===== config.mk =====
export PLATFORM = sky130hd
export DESIGN_NAME = midpoint_ellipse_rasterizer_top
export DESIGN_NICKNAME = d
export VERILOG_FILES = /design/src/mer_pkg.sv /design/src/mer_ctrl.sv /design/src/mer_datapath.sv /design/src/midpoint_ellipse_rasterizer_top.sv
export SDC_FILE = /design/constraint.sdc
export NUM_CORES = 2
export LEC_CHECK = 0
export ABC_AREA = 1
export CAP_MARGIN = 40
export CORE_ASPECT_RATIO = 1.75
export CORE_MARGIN = 2
export CORE_UTILIZATION = 38
export CTS_CLUSTER_DIAMETER = 200
export DETAILED_ROUTE_END_ITERATION = 6
export DONT_BUFFER_PORTS = 1
export SLEW_MARGIN = 10
export SYNTH_ARGS = -nofsm -noshare
export SYNTH_HDL_FRONTEND = slang
export SYNTH_SLANG_ARGS = --single-unit

===== constraint.sdc =====
create_clock -name clk_i -period 10.1 [get_ports clk_i]
set_input_delay 1.515 -clock clk_i [delete_from_list [all_inputs] [get_ports clk_i]]
set_output_delay 1.515 -clock clk_i [all_outputs]
set_load 0.02 [all_outputs]

===== src/mer_pkg.sv =====
// Shared types and constants of the midpoint ellipse rasterizer.
`timescale 1ns / 1ps
`default_nettype none

package mer_pkg;

  localparam int PIX_W     = 13;
  localparam int CFG_IDX_W = 2;

  localparam logic [CFG_IDX_W-1:0] REG_CENTER_X = 2'd0;
  localparam logic [CFG_IDX_W-1:0] REG_CENTER_Y = 2'd1;
  localparam logic [CFG_IDX_W-1:0] REG_RADIUS_X = 2'd2;
  localparam logic [CFG_IDX_W-1:0] REG_RADIUS_Y = 2'd3;

  localparam logic [1:0] LAST_BEAT = 2'd3;

  typedef enum logic [1:0] {
    PH_DONE = 2'd0,
    PH_REG1 = 2'd1,
    PH_REG2 = 2'd2
  } mer_phase_e;

  typedef enum logic [3:0] {
    ST_IDLE,
    ST_RST_A,
    ST_RST_B,
    ST_RST_C,
    ST_RST_D,
    ST_EMIT,
    ST_FIN,
    ST_ADV,
    ST_CHK,
    ST_SW_A,
    ST_SW_B,
    ST_SW_C,
    ST_SW_D,
    ST_SW_E,
    ST_SW_F
  } mer_state_e;

  typedef enum logic [3:0] {
    OP_NOP,
    OP_MUL_RXRX,
    OP_MUL_RYRY,
    OP_MUL_RX2RY,
    OP_START,
    OP_EMIT,
    OP_FIN,
    OP_ADV,
    OP_MUL_TXTX,
    OP_MUL_RY2P,
    OP_MUL_TYTY,
    OP_MUL_RX2P,
    OP_MUL_RX2RY2,
    OP_SET_DEC
  } mer_op_e;

  typedef struct packed {
    mer_op_e    op;
    logic [1:0] beat;
  } mer_cmd_t;

  typedef struct packed {
    logic       out_free;
    logic       y_zero;
    logic       slope_ge;
    mer_phase_e phase;
  } mer_sts_t;

endpackage

`default_nettype wire


===== src/mer_ctrl.sv =====
// Sequencer for restart, pixel beats, midpoint advance and region switch.
`timescale 1ns / 1ps
`default_nettype none

module mer_ctrl (
  input  wire logic              clk_i,
  input  wire logic              rst_ni,
  input  wire logic              in_valid_i,
  input  wire logic              restart_i,
  output logic                   in_stall_o,
  input  wire mer_pkg::mer_sts_t sts_i,
  output mer_pkg::mer_cmd_t      cmd_o
);

  mer_pkg::mer_state_e state_q, state_d;
  logic [1:0]          beat_q, beat_d;

  always_ff @(posedge clk_i or negedge rst_ni) begin
    if (!rst_ni) begin
      state_q <= mer_pkg::ST_IDLE;
      beat_q  <= '0;
    end else begin
      state_q <= state_d;
      beat_q  <= beat_d;
    end
  end

  always_comb begin
    state_d = state_q;
    beat_d  = beat_q;
    case (state_q)
      mer_pkg::ST_IDLE: begin
        beat_d = '0;
        if (in_valid_i) begin
          if (restart_i) begin
            state_d = mer_pkg::ST_RST_A;
          end else if (sts_i.phase == mer_pkg::PH_DONE) begin
            state_d = mer_pkg::ST_FIN;
          end else begin
            state_d = mer_pkg::ST_EMIT;
          end
        end
      end
      mer_pkg::ST_RST_A: state_d = mer_pkg::ST_RST_B;
      mer_pkg::ST_RST_B: state_d = mer_pkg::ST_RST_C;
      mer_pkg::ST_RST_C: state_d = mer_pkg::ST_RST_D;
      mer_pkg::ST_RST_D: state_d = mer_pkg::ST_EMIT;
      mer_pkg::ST_EMIT: begin
        if (sts_i.out_free) begin
          beat_d = beat_q + 2'd1;
          if (beat_q == mer_pkg::LAST_BEAT) begin
            state_d = sts_i.y_zero ? mer_pkg::ST_IDLE : mer_pkg::ST_ADV;
          end
        end
      end
      mer_pkg::ST_FIN: begin
        if (sts_i.out_free) begin
          state_d = mer_pkg::ST_IDLE;
        end
      end
      mer_pkg::ST_ADV: begin
        state_d = (sts_i.phase == mer_pkg::PH_REG1) ? mer_pkg::ST_CHK : mer_pkg::ST_IDLE;
      end
      mer_pkg::ST_CHK: begin
        state_d = sts_i.slope_ge ? mer_pkg::ST_SW_A : mer_pkg::ST_IDLE;
      end
      mer_pkg::ST_SW_A: state_d = mer_pkg::ST_SW_B;
      mer_pkg::ST_SW_B: state_d = mer_pkg::ST_SW_C;
      mer_pkg::ST_SW_C: state_d = mer_pkg::ST_SW_D;
      mer_pkg::ST_SW_D: state_d = mer_pkg::ST_SW_E;
      mer_pkg::ST_SW_E: state_d = mer_pkg::ST_SW_F;
      mer_pkg::ST_SW_F: state_d = mer_pkg::ST_IDLE;
      default:          state_d = mer_pkg::ST_IDLE;
    endcase
  end

  always_comb begin
    in_stall_o = (state_q != mer_pkg::ST_IDLE);
    cmd_o.beat = beat_q;
    case (state_q)
      mer_pkg::ST_RST_A: cmd_o.op = mer_pkg::OP_MUL_RXRX;
      mer_pkg::ST_RST_B: cmd_o.op = mer_pkg::OP_MUL_RYRY;
      mer_pkg::ST_RST_C: cmd_o.op = mer_pkg::OP_MUL_RX2RY;
      mer_pkg::ST_RST_D: cmd_o.op = mer_pkg::OP_START;
      mer_pkg::ST_EMIT:  cmd_o.op = mer_pkg::OP_EMIT;
      mer_pkg::ST_FIN:   cmd_o.op = mer_pkg::OP_FIN;
      mer_pkg::ST_ADV:   cmd_o.op = mer_pkg::OP_ADV;
      mer_pkg::ST_SW_A:  cmd_o.op = mer_pkg::OP_MUL_TXTX;
      mer_pkg::ST_SW_B:  cmd_o.op = mer_pkg::OP_MUL_RY2P;
      mer_pkg::ST_SW_C:  cmd_o.op = mer_pkg::OP_MUL_TYTY;
      mer_pkg::ST_SW_D:  cmd_o.op = mer_pkg::OP_MUL_RX2P;
      mer_pkg::ST_SW_E:  cmd_o.op = mer_pkg::OP_MUL_RX2RY2;
      mer_pkg::ST_SW_F:  cmd_o.op = mer_pkg::OP_SET_DEC;
      default:           cmd_o.op = mer_pkg::OP_NOP;
    endcase
  end

`ifndef SYNTHESIS
  a_restart_seq: assert property (@(posedge clk_i) disable iff (!rst_ni)
    (state_q == mer_pkg::ST_IDLE && in_valid_i && restart_i) |=> state_q == mer_pkg::ST_RST_A)
    else $error("restart beat did not start the radius sequence");
  a_done_fin: assert property (@(posedge clk_i) disable iff (!rst_ni)
    (state_q == mer_pkg::ST_IDLE && in_valid_i && !restart_i &&
     sts_i.phase == mer_pkg::PH_DONE) |=> state_q == mer_pkg::ST_FIN)
    else $error("step without active ellipse did not report finished");
  a_beat_hold: assert property (@(posedge clk_i) disable iff (!rst_ni)
    (state_q == mer_pkg::ST_EMIT && !sts_i.out_free) |=> $stable(beat_q))
    else $error("pixel beat index moved while output was blocked");
`endif

endmodule

`default_nettype wire


===== src/mer_datapath.sv =====
// Registers, shared multiplier, midpoint update and output register.
`timescale 1ns / 1ps
`default_nettype none

module mer_datapath #(
  parameter int RADIUS_BITS = 10,
  parameter int COORD_BITS  = 11,
  parameter int CFG_W       = 11
) (
  input  wire logic                           clk_i,
  input  wire logic                           rst_ni,
  input  wire mer_pkg::mer_cmd_t              cmd_i,
  output mer_pkg::mer_sts_t                   sts_o,
  input  wire logic                           cfg_we_i,
  input  wire logic [mer_pkg::CFG_IDX_W-1:0]  cfg_idx_i,
  input  wire logic [CFG_W-1:0]               cfg_data_i,
  input  wire logic                           out_stall_i,
  output logic                                out_valid_o,
  output logic signed [mer_pkg::PIX_W-1:0]    pixel_x_o,
  output logic signed [mer_pkg::PIX_W-1:0]    pixel_y_o,
  output logic                                last_o,
  output logic                                finished_o
);

  localparam int R     = RADIUS_BITS;
  localparam int C     = COORD_BITS;
  localparam int SQ_W  = 2 * R;
  localparam int MA_W  = 2 * R;
  localparam int MB_W  = 2 * R + 2;
  localparam int P_W   = MA_W + MB_W;
  localparam int SL_W  = 3 * R + 2;
  localparam int DEC_W = 4 * R + 4;
  localparam int XW0   = (C > R) ? C : R;
  localparam int EXT_W = (XW0 > mer_pkg::PIX_W) ? XW0 : mer_pkg::PIX_W;
  localparam int PW    = mer_pkg::PIX_W;

  logic [C-1:0]             center_x_q, center_y_q;
  logic [R-1:0]             radius_x_q, radius_y_q;
  logic [R-1:0]             cur_x_q, cur_x_d, cur_y_q, cur_y_d;
  logic [SL_W-1:0]          slope_x_q, slope_x_d, slope_y_q, slope_y_d;
  logic signed [DEC_W-1:0]  dec_q, dec_d, acc_q, acc_d;
  mer_pkg::mer_phase_e      phase_q, phase_d;
  logic [SQ_W-1:0]          rx2_q, rx2_d, ry2_q, ry2_d;
  logic [P_W-1:0]           p_q, p_d;
  logic [MA_W-1:0]          mul_a;
  logic [MB_W-1:0]          mul_b;

  logic                     out_valid_q, out_valid_d;
  logic [PW-1:0]            pix_x_q, pix_x_d, pix_y_q, pix_y_d;
  logic                     last_q, last_d, fin_q, fin_d;
  logic                     out_free, load;

  logic [SL_W-1:0]          sx_n, sy_n;
  logic signed [DEC_W-1:0]  sx_n_e, sy_n_e, rx2_e, ry2_e, p_e;
  logic [R-1:0]             ty_abs;
  logic [EXT_W-1:0]         xp, xm, yp, ym;
  logic                     x_plus, y_plus, dec_neg, dec_pos;

  always_ff @(posedge clk_i or negedge rst_ni) begin
    if (!rst_ni) begin
      center_x_q <= C'(200);
      center_y_q <= C'(200);
      radius_x_q <= R'(150);
      radius_y_q <= R'(50);
    end else if (cfg_we_i) begin
      case (cfg_idx_i)
        mer_pkg::REG_CENTER_X: center_x_q <= cfg_data_i[C-1:0];
        mer_pkg::REG_CENTER_Y: center_y_q <= cfg_data_i[C-1:0];
        mer_pkg::REG_RADIUS_X: radius_x_q <= cfg_data_i[R-1:0];
        mer_pkg::REG_RADIUS_Y: radius_y_q <= cfg_data_i[R-1:0];
        default: ;
      endcase
    end
  end

  always_ff @(posedge clk_i or negedge rst_ni) begin
    if (!rst_ni) begin
      phase_q     <= mer_pkg::PH_DONE;
      cur_x_q     <= '0;
      cur_y_q     <= '0;
      slope_x_q   <= '0;
      slope_y_q   <= '0;
      dec_q       <= '0;
      out_valid_q <= 1'b0;
    end else begin
      phase_q     <= phase_d;
      cur_x_q     <= cur_x_d;
      cur_y_q     <= cur_y_d;
      slope_x_q   <= slope_x_d;
      slope_y_q   <= slope_y_d;
      dec_q       <= dec_d;
      out_valid_q <= out_valid_d;
    end
  end

  always_ff @(posedge clk_i) begin
    p_q     <= p_d;
    acc_q   <= acc_d;
    rx2_q   <= rx2_d;
    ry2_q   <= ry2_d;
    pix_x_q <= pix_x_d;
    pix_y_q <= pix_y_d;
    last_q  <= last_d;
    fin_q   <= fin_d;
  end

  // Shared multiplier operands
  assign ty_abs = (cur_y_q == '0) ? R'(1) : (cur_y_q - R'(1));

  always_comb begin
    mul_a = '0;
    mul_b = '0;
    case (cmd_i.op)
      mer_pkg::OP_MUL_RXRX: begin
        mul_a = MA_W'(radius_x_q);
        mul_b = MB_W'(radius_x_q);
      end
      mer_pkg::OP_MUL_RYRY: begin
        mul_a = MA_W'(radius_y_q);
        mul_b = MB_W'(radius_y_q);
      end
      mer_pkg::OP_MUL_RX2RY: begin
        mul_a = rx2_q;
        mul_b = MB_W'(radius_y_q);
      end
      mer_pkg::OP_MUL_TXTX: begin
        mul_a = MA_W'({cur_x_q, 1'b1});
        mul_b = MB_W'({cur_x_q, 1'b1});
      end
      mer_pkg::OP_MUL_RY2P: begin
        mul_a = ry2_q;
        mul_b = p_q[MB_W-1:0];
      end
      mer_pkg::OP_MUL_TYTY: begin
        mul_a = MA_W'(ty_abs);
        mul_b = MB_W'(ty_abs);
      end
      mer_pkg::OP_MUL_RX2P: begin
        mul_a = rx2_q;
        mul_b = p_q[MB_W-1:0];
      end
      mer_pkg::OP_MUL_RX2RY2: begin
        mul_a = rx2_q;
        mul_b = MB_W'(ry2_q);
      end
      default: ;
    endcase
  end

  assign p_d = mul_a * mul_b;

  assign rx2_e   = DEC_W'(rx2_q);
  assign ry2_e   = DEC_W'(ry2_q);
  assign p_e     = DEC_W'(p_q);
  assign dec_neg = dec_q[DEC_W-1];
  assign dec_pos = !dec_neg && (dec_q != '0);

  // Pixel coordinates of the current point
  assign xp     = EXT_W'(center_x_q) + EXT_W'(cur_x_q);
  assign xm     = EXT_W'(center_x_q) - EXT_W'(cur_x_q);
  assign yp     = EXT_W'(center_y_q) + EXT_W'(cur_y_q);
  assign ym     = EXT_W'(center_y_q) - EXT_W'(cur_y_q);
  assign x_plus = !cmd_i.beat[0];
  assign y_plus = (cmd_i.beat == 2'd0) || (cmd_i.beat == mer_pkg::LAST_BEAT);

  assign out_free = !out_valid_q || !out_stall_i;
  assign load     = out_free &&
                    (cmd_i.op == mer_pkg::OP_EMIT || cmd_i.op == mer_pkg::OP_FIN);

  always_comb begin
    cur_x_d   = cur_x_q;
    cur_y_d   = cur_y_q;
    slope_x_d = slope_x_q;
    slope_y_d = slope_y_q;
    dec_d     = dec_q;
    acc_d     = acc_q;
    phase_d   = phase_q;
    rx2_d     = rx2_q;
    ry2_d     = ry2_q;
    sx_n      = slope_x_q + SL_W'({ry2_q, 1'b0});
    sy_n      = slope_y_q - SL_W'({rx2_q, 1'b0});
    sx_n_e    = DEC_W'(sx_n);
    sy_n_e    = DEC_W'(sy_n);
    case (cmd_i.op)
      mer_pkg::OP_MUL_RYRY: begin
        rx2_d = p_q[SQ_W-1:0];
      end
      mer_pkg::OP_MUL_RX2RY: begin
        ry2_d = p_q[SQ_W-1:0];
      end
      mer_pkg::OP_START: begin
        cur_x_d   = '0;
        cur_y_d   = radius_y_q;
        slope_x_d = '0;
        slope_y_d = {p_q[SL_W-2:0], 1'b0};
        dec_d     = (ry2_e <<< 2) - (p_e <<< 2) + rx2_e;
        phase_d   = mer_pkg::PH_REG1;
      end
      mer_pkg::OP_EMIT: begin
        if (out_free && cmd_i.beat == mer_pkg::LAST_BEAT && cur_y_q == '0) begin
          phase_d = mer_pkg::PH_DONE;
        end
      end
      mer_pkg::OP_ADV: begin
        if (phase_q == mer_pkg::PH_REG1) begin
          cur_x_d   = cur_x_q + R'(1);
          slope_x_d = sx_n;
          if (dec_neg) begin
            dec_d = dec_q + ((sx_n_e + ry2_e) <<< 2);
          end else begin
            cur_y_d   = cur_y_q - R'(1);
            slope_y_d = sy_n;
            dec_d     = dec_q + ((sx_n_e - sy_n_e + ry2_e) <<< 2);
          end
        end else begin
          cur_y_d   = cur_y_q - R'(1);
          slope_y_d = sy_n;
          if (dec_pos) begin
            dec_d = dec_q + ((rx2_e - sy_n_e) <<< 2);
          end else begin
            cur_x_d   = cur_x_q + R'(1);
            slope_x_d = sx_n;
            dec_d     = dec_q + ((sx_n_e - sy_n_e + rx2_e) <<< 2);
          end
        end
      end
      mer_pkg::OP_MUL_TYTY: begin
        acc_d = p_e;
      end
      mer_pkg::OP_MUL_RX2RY2: begin
        acc_d = acc_q + (p_e <<< 2);
      end
      mer_pkg::OP_SET_DEC: begin
        dec_d   = acc_q - (p_e <<< 2);
        phase_d = mer_pkg::PH_REG2;
      end
      default: ;
    endcase
  end

  always_comb begin
    out_valid_d = out_valid_q;
    pix_x_d     = pix_x_q;
    pix_y_d     = pix_y_q;
    last_d      = last_q;
    fin_d       = fin_q;
    if (load) begin
      out_valid_d = 1'b1;
      if (cmd_i.op == mer_pkg::OP_FIN) begin
        pix_x_d = '0;
        pix_y_d = '0;
        last_d  = 1'b1;
        fin_d   = 1'b1;
      end else begin
        pix_x_d = x_plus ? xp[PW-1:0] : xm[PW-1:0];
        pix_y_d = y_plus ? yp[PW-1:0] : ym[PW-1:0];
        last_d  = (cmd_i.beat == mer_pkg::LAST_BEAT);
        fin_d   = 1'b0;
      end
    end else if (!out_stall_i) begin
      out_valid_d = 1'b0;
    end
  end

  assign out_valid_o = out_valid_q;
  assign pixel_x_o   = pix_x_q;
  assign pixel_y_o   = pix_y_q;
  assign last_o      = last_q;
  assign finished_o  = fin_q;

  assign sts_o.out_free = out_free;
  assign sts_o.y_zero   = (cur_y_q == '0);
  assign sts_o.slope_ge = (slope_x_q >= slope_y_q);
  assign sts_o.phase    = phase_q;

`ifndef SYNTHESIS
  a_fin_zero: assert property (@(posedge clk_i) disable iff (!rst_ni)
    (out_valid_q && fin_q) |-> (pix_x_q == '0 && pix_y_q == '0 && last_q))
    else $error("finished beat carries a pixel");
  a_last_beat: assert property (@(posedge clk_i) disable iff (!rst_ni)
    (cmd_i.op == mer_pkg::OP_EMIT && out_free && cmd_i.beat == mer_pkg::LAST_BEAT)
    |=> (out_valid_q && last_q && !fin_q))
    else $error("fourth pixel of a point not marked last");
  a_reg2_step: assert property (@(posedge clk_i) disable iff (!rst_ni)
    (cmd_i.op == mer_pkg::OP_ADV && phase_q == mer_pkg::PH_REG2)
    |=> (cur_y_q == $past(cur_y_q) - R'(1)))
    else $error("region 2 step did not lower y");
  a_switch: assert property (@(posedge clk_i) disable iff (!rst_ni)
    (cmd_i.op == mer_pkg::OP_SET_DEC) |=> (phase_q == mer_pkg::PH_REG2))
    else $error("decision reload did not enter region 2");
`endif

endmodule

`default_nettype wire


===== src/midpoint_ellipse_rasterizer_top.sv =====
// Top level of the midpoint ellipse rasterizer.
`timescale 1ns / 1ps
`default_nettype none

// Each input beat is one step: restart loads the ellipse from the centre and
// radius registers and plots its first point, otherwise the current point is
// plotted and advanced. A plotting step gives four pixel beats, one per cycle
// while the output is not stalled, the fourth marked last; a step with no
// active ellipse gives one beat with finished set. Steps are handled one at a
// time: in region 1 a plotting step runs through an accept state, the four
// output beats, an update state and a slope compare before the next
// acceptance, and in region 2 it skips the slope compare; a stalled output
// holds the step. A restart first squares the radii on the shared multiplier;
// the step that crosses into region 2 then lets the same multiplier rebuild
// the decision term. Write the registers only while idle.
module midpoint_ellipse_rasterizer_top #(
  parameter int RADIUS_BITS = 10,
  parameter int COORD_BITS  = 11
) (
  input  wire logic                                   clk_i,
  input  wire logic                                   rst_ni,
  input  wire logic                                   cfg_we_i,
  input  wire logic [mer_pkg::CFG_IDX_W-1:0]          cfg_idx_i,
  input  wire logic [((COORD_BITS > RADIUS_BITS) ? COORD_BITS : RADIUS_BITS)-1:0] cfg_data_i,
  input  wire logic                                   in_valid_i,
  output logic                                        in_stall_o,
  input  wire logic                                   restart_i,
  output logic                                        out_valid_o,
  input  wire logic                                   out_stall_i,
  output logic signed [mer_pkg::PIX_W-1:0]            pixel_x_o,
  output logic signed [mer_pkg::PIX_W-1:0]            pixel_y_o,
  output logic                                        last_o,
  output logic                                        finished_o
);

  localparam int CFG_W = (COORD_BITS > RADIUS_BITS) ? COORD_BITS : RADIUS_BITS;

  mer_pkg::mer_cmd_t cmd;
  mer_pkg::mer_sts_t sts;

  mer_ctrl u_ctrl (
    .clk_i      (clk_i),
    .rst_ni     (rst_ni),
    .in_valid_i (in_valid_i),
    .restart_i  (restart_i),
    .in_stall_o (in_stall_o),
    .sts_i      (sts),
    .cmd_o      (cmd)
  );

  mer_datapath #(
    .RADIUS_BITS (RADIUS_BITS),
    .COORD_BITS  (COORD_BITS),
    .CFG_W       (CFG_W)
  ) u_datapath (
    .clk_i       (clk_i),
    .rst_ni      (rst_ni),
    .cmd_i       (cmd),
    .sts_o       (sts),
    .cfg_we_i    (cfg_we_i),
    .cfg_idx_i   (cfg_idx_i),
    .cfg_data_i  (cfg_data_i),
    .out_stall_i (out_stall_i),
    .out_valid_o (out_valid_o),
    .pixel_x_o   (pixel_x_o),
    .pixel_y_o   (pixel_y_o),
    .last_o      (last_o),
    .finished_o  (finished_o)
  );

endmodule

`default_nettype wire


==> key figures <==
Status
  • Status: complete, no violations

Synthesis
  • Mapped Area: 49900 um^2
  • Synth unique cells: 75
  • Post-synthesis async set-or-reset flop share: 53.5%
  • Seq cells post-synth: 331
  • Average size of a mapped cell: 6.96 um^2
  • Synth warn: 0
  • Main flop type after synthesis: dfrtp_1
  • Synth Instances: 7165
  • Register area share after synthesis: 17.3%
  • EDFF count, synth: 112

Worst setup path
  • Setup CP Type: reg2reg
  • CP Buf/Inv Count: 7
  • R2r setup slk: 0.30 ns
  • CP startpoint kind: flip-flop
  • CP delay by family, top: adder cells
  • CP peak stage delay: 0.67 ns
  • Crit-path max FO: 9
  • Required @ worst endpoint: 10.62 ns
  • FF-to-FF End: u_datapath.p_q[39]$_DFF_P_
  • FF-to-FF Start: u_ctrl.state_q[0]$_DFFE_PN0P_
  • Worst Setup End Kind: flip-flop
  • Slowest CP cell: fa_1
  • Crit path top cell by count: nand2_1
  • FF-to-FF path depth: 36
  • Critical path arrival: 10.31 ns

Clocking
  • Number of CTS-inserted buffers: 38
  • CTS tree: yes
  • Clk_lat worst skew: 0.63 ns
  • CTS Sinks: 331
  • CTS root buffer: clkbuf_16
  • H-tree depth: 2
  • CTS Buffer Depth: 3
  • Clock-pin slew on the worst setup and hold paths: 0.07 ns

Layout
  • Area growth syn-to-layout: 8.25%
  • Nets: 8102
  • Layout cells sized above 1: 6.26%
  • Fillers: 13900
  • Most common cell after layout, fill and taps aside: nand2_1
  • Most frequent cells in the layout: nand2_1 (1574), inv_1 (1319), nor2_1 (659), a21oi_1 (560), ha_1 (522)

Routing
  • Vias: 48500
  • Vias/cell: 5.45
  • DR iter-0 viols: 2965
  • Post-route antenna net violation count: 0
  • Wire length per cell: 22.9 um
  • Routed WL: 204 mm
  • Drt pass-1 iters: 6
  • Residual DRC: 0

Min path
  • Min-Delay Startpoint: u_datapath.radius_x_q[8]$_DFFE_PN0P_
  • Hold Path Sink: u_datapath.radius_x_q[8]$_DFFE_PN0P_
  • Min-delay worst type: reg2reg
  • Hold depth: 2

Timing
  • Final Skew: 0.0422 ns
  • Fin crit share: 97.0%
  • Slew margin rel.: 40.8%
  • Fin Setup TNS: 0 ns
  • Fmax achieved: 0.102 GHz
  • Final Hold Viols: 0
  • Slew Limit Fails: 0
  • RSZ-0062 raised after global routing: yes
  • Setup violators final: 0
  • Worst slew pin tran: 0.889 ns
  • Final min period: 9.80 ns

Global route
  • Initial antenna violation count: 4
  • Largest net degree at the start of global routing: 178
  • Total track usage: 30.1%
  • Vias in the first global route: 50300
  • Congestion Overflow GR: 0
  • First-pass GRT wire length: 303 mm

Floorplanning
  • Core footprint: 130000 um^2
  • Initial cell density of the core: 38.4%
  • Die outline height: 483 um
  • Die width: 278 um
  • Number of I/O pins: 49
  • Row count: 175
  • Die area: 134000 um^2

Placement
  • GPL Wtd Cong: 1.04
  • PortBufs: 0
  • Dpl hpwl: 171 mm

Run
  • Max-cap check violation count: 0
## routing by layer
layer	global-route usage, %	share of wire (%)
met2	57.7	53
met4	23.4	9.2
met5	0	0
met3	2.54	3.6
met1	29.3	34
## per-stage QoR
| step | utilization, % | area (um^2) | hold slack (ns) | worst slack, ns | std cells |
|---|---|---|---|---|---|
| after detailed placement | 40.3 | 52400 | 0.476 | -0.206 | 8798 |
| after floorplan | - | 49900 | 0.453 | 0.688 | 7167 |
| after CTS | 41.4 | 53800 | 0.493 | 0.0125 | 8868 |
| after global routing | 41.5 | 54000 | 0.519 | -0.0904 | 8887 |
| final | 41.5 | 54000 | 0.492 | 0.304 | 8888 |
| after global placement | 40.3 | 52400 | 0.472 | -0.0132 | 8794 |
## cell usage after synthesis (24+ instances only)
cell type  number  area share (%)
a21oi_1       562             5.6
a31oi_1        60            0.75
a41oi_1        24            0.42
clkbuf_1      166             1.2
dfrtp_1       164             8.2
dfxtp_1        42             1.7
edfxtp_1      112             6.7
fa_1          387              16
ha_1          522              13
inv_1        1325              10
nand2_1      1577              12
nand2_2        58            0.73
nand3_1       274             2.7
nand4_1        58            0.73
nor2_1        665             5.0
nor2_2         27            0.34
nor3_1         57            0.57
nor4_1         26            0.33
o211ai_1       46            0.69
o21ai_0       431             4.3
o21ai_1        24            0.24
o21bai_1       27            0.41
o22ai_1        71            0.89
or2_2          37            0.46
xnor2_1        52            0.91
xor2_1        111             1.9
## registers in the layout (all words and copies together), names as in the netlist, 4 cells and up
signal,cells
u_ctrl.state_q,4
u_datapath.acc_q,44
u_datapath.center_x_q,11
u_datapath.center_y_q,11
u_datapath.cur_x_q,10
u_datapath.cur_y_q,10
u_datapath.dec_q,44
u_datapath.p_q,42
u_datapath.pixel_x_o,13
u_datapath.pixel_y_o,13
u_datapath.radius_x_q,10
u_datapath.radius_y_q,10
u_datapath.rx2_q,20
u_datapath.ry2_q,20
u_datapath.slope_x_q,31
u_datapath.slope_y_q,31
## worst reg2reg max path: cells and delay by family, from the launching register on
family                     cells  cell delay, ns
xor gates and xnor gates       1            0.18
buffers and inverters          7            1.33
adders and majority gates      9            3.99
AOI/OAI and AO/OA             11            2.76
DFF                            1            0.43
and+or+nand+nor                8            0.98
## worst max-delay path by stage
| stage | slack, ns | end | cells past startpoint | startpoint |
|---|---|---|---|---|
| floorplan | 0.69 | u_datapath.p_q[39]$_DFF_P_ | 39 | u_ctrl.state_q[0]$_DFFE_PN0P_ |
| global placement | -0.01 | u_datapath.p_q[39]$_DFF_P_ | 42 | u_ctrl.state_q[0]$_DFFE_PN0P_ |
| detailed placement | -0.21 | u_datapath.p_q[39]$_DFF_P_ | 42 | u_ctrl.state_q[0]$_DFFE_PN0P_ |
| CTS | 0.01 | u_datapath.p_q[39]$_DFF_P_ | 45 | u_ctrl.state_q[0]$_DFFE_PN0P_ |
| global route | -0.09 | u_datapath.p_q[39]$_DFF_P_ | 41 | u_ctrl.state_q[0]$_DFFE_PN0P_ |
| finish | 0.30 | u_datapath.p_q[39]$_DFF_P_ | 36 | u_ctrl.state_q[0]$_DFFE_PN0P_ |
## logic make-up after synthesis
logic type                 share of synthesized area (%)
and+or+nand+nor                                     24.1
buffers and inverters                               11.5
AOI/OAI and AO/OA                                   15.5
adders and majority gates                           28.6
DFF                                                 17.3
xor gates and xnor gates                            2.89
other                                             0.0151
## timing repair
| action | in CTS | in global routing |
|---|---|---|
| setup endpoints to repair | 5 | 14 |
| hold buffers | 0 | 0 |
| gates resized for setup | 5 | 29 |
| setup buffers | 0 | 16 |
| pin swaps | 0 | 2 |
## final cells by class
| class | instances | area (um^2) | area share (%) |
|---|---|---|---|
| Tap cell | 1681 | 2100 | 3.89 |
| Multi-Input combinational cell | 5305 | 35700 | 66.1 |
| Timing Repair Buffer | 141 | 1120 | 2.07 |
| Sequential cell | 331 | 8650 | 16.0 |
| Clock buffer | 45 | 1050 | 1.94 |
| Inverter | 1357 | 5110 | 9.46 |
| Clock inverter | 25 | 277 | 0.512 |
| Antenna cell | 3 | 7.51 | 0.0139 |
Power is not shown: default switching activity piles up to over one toggle a cycle in this logic, so the estimate is an artifact.
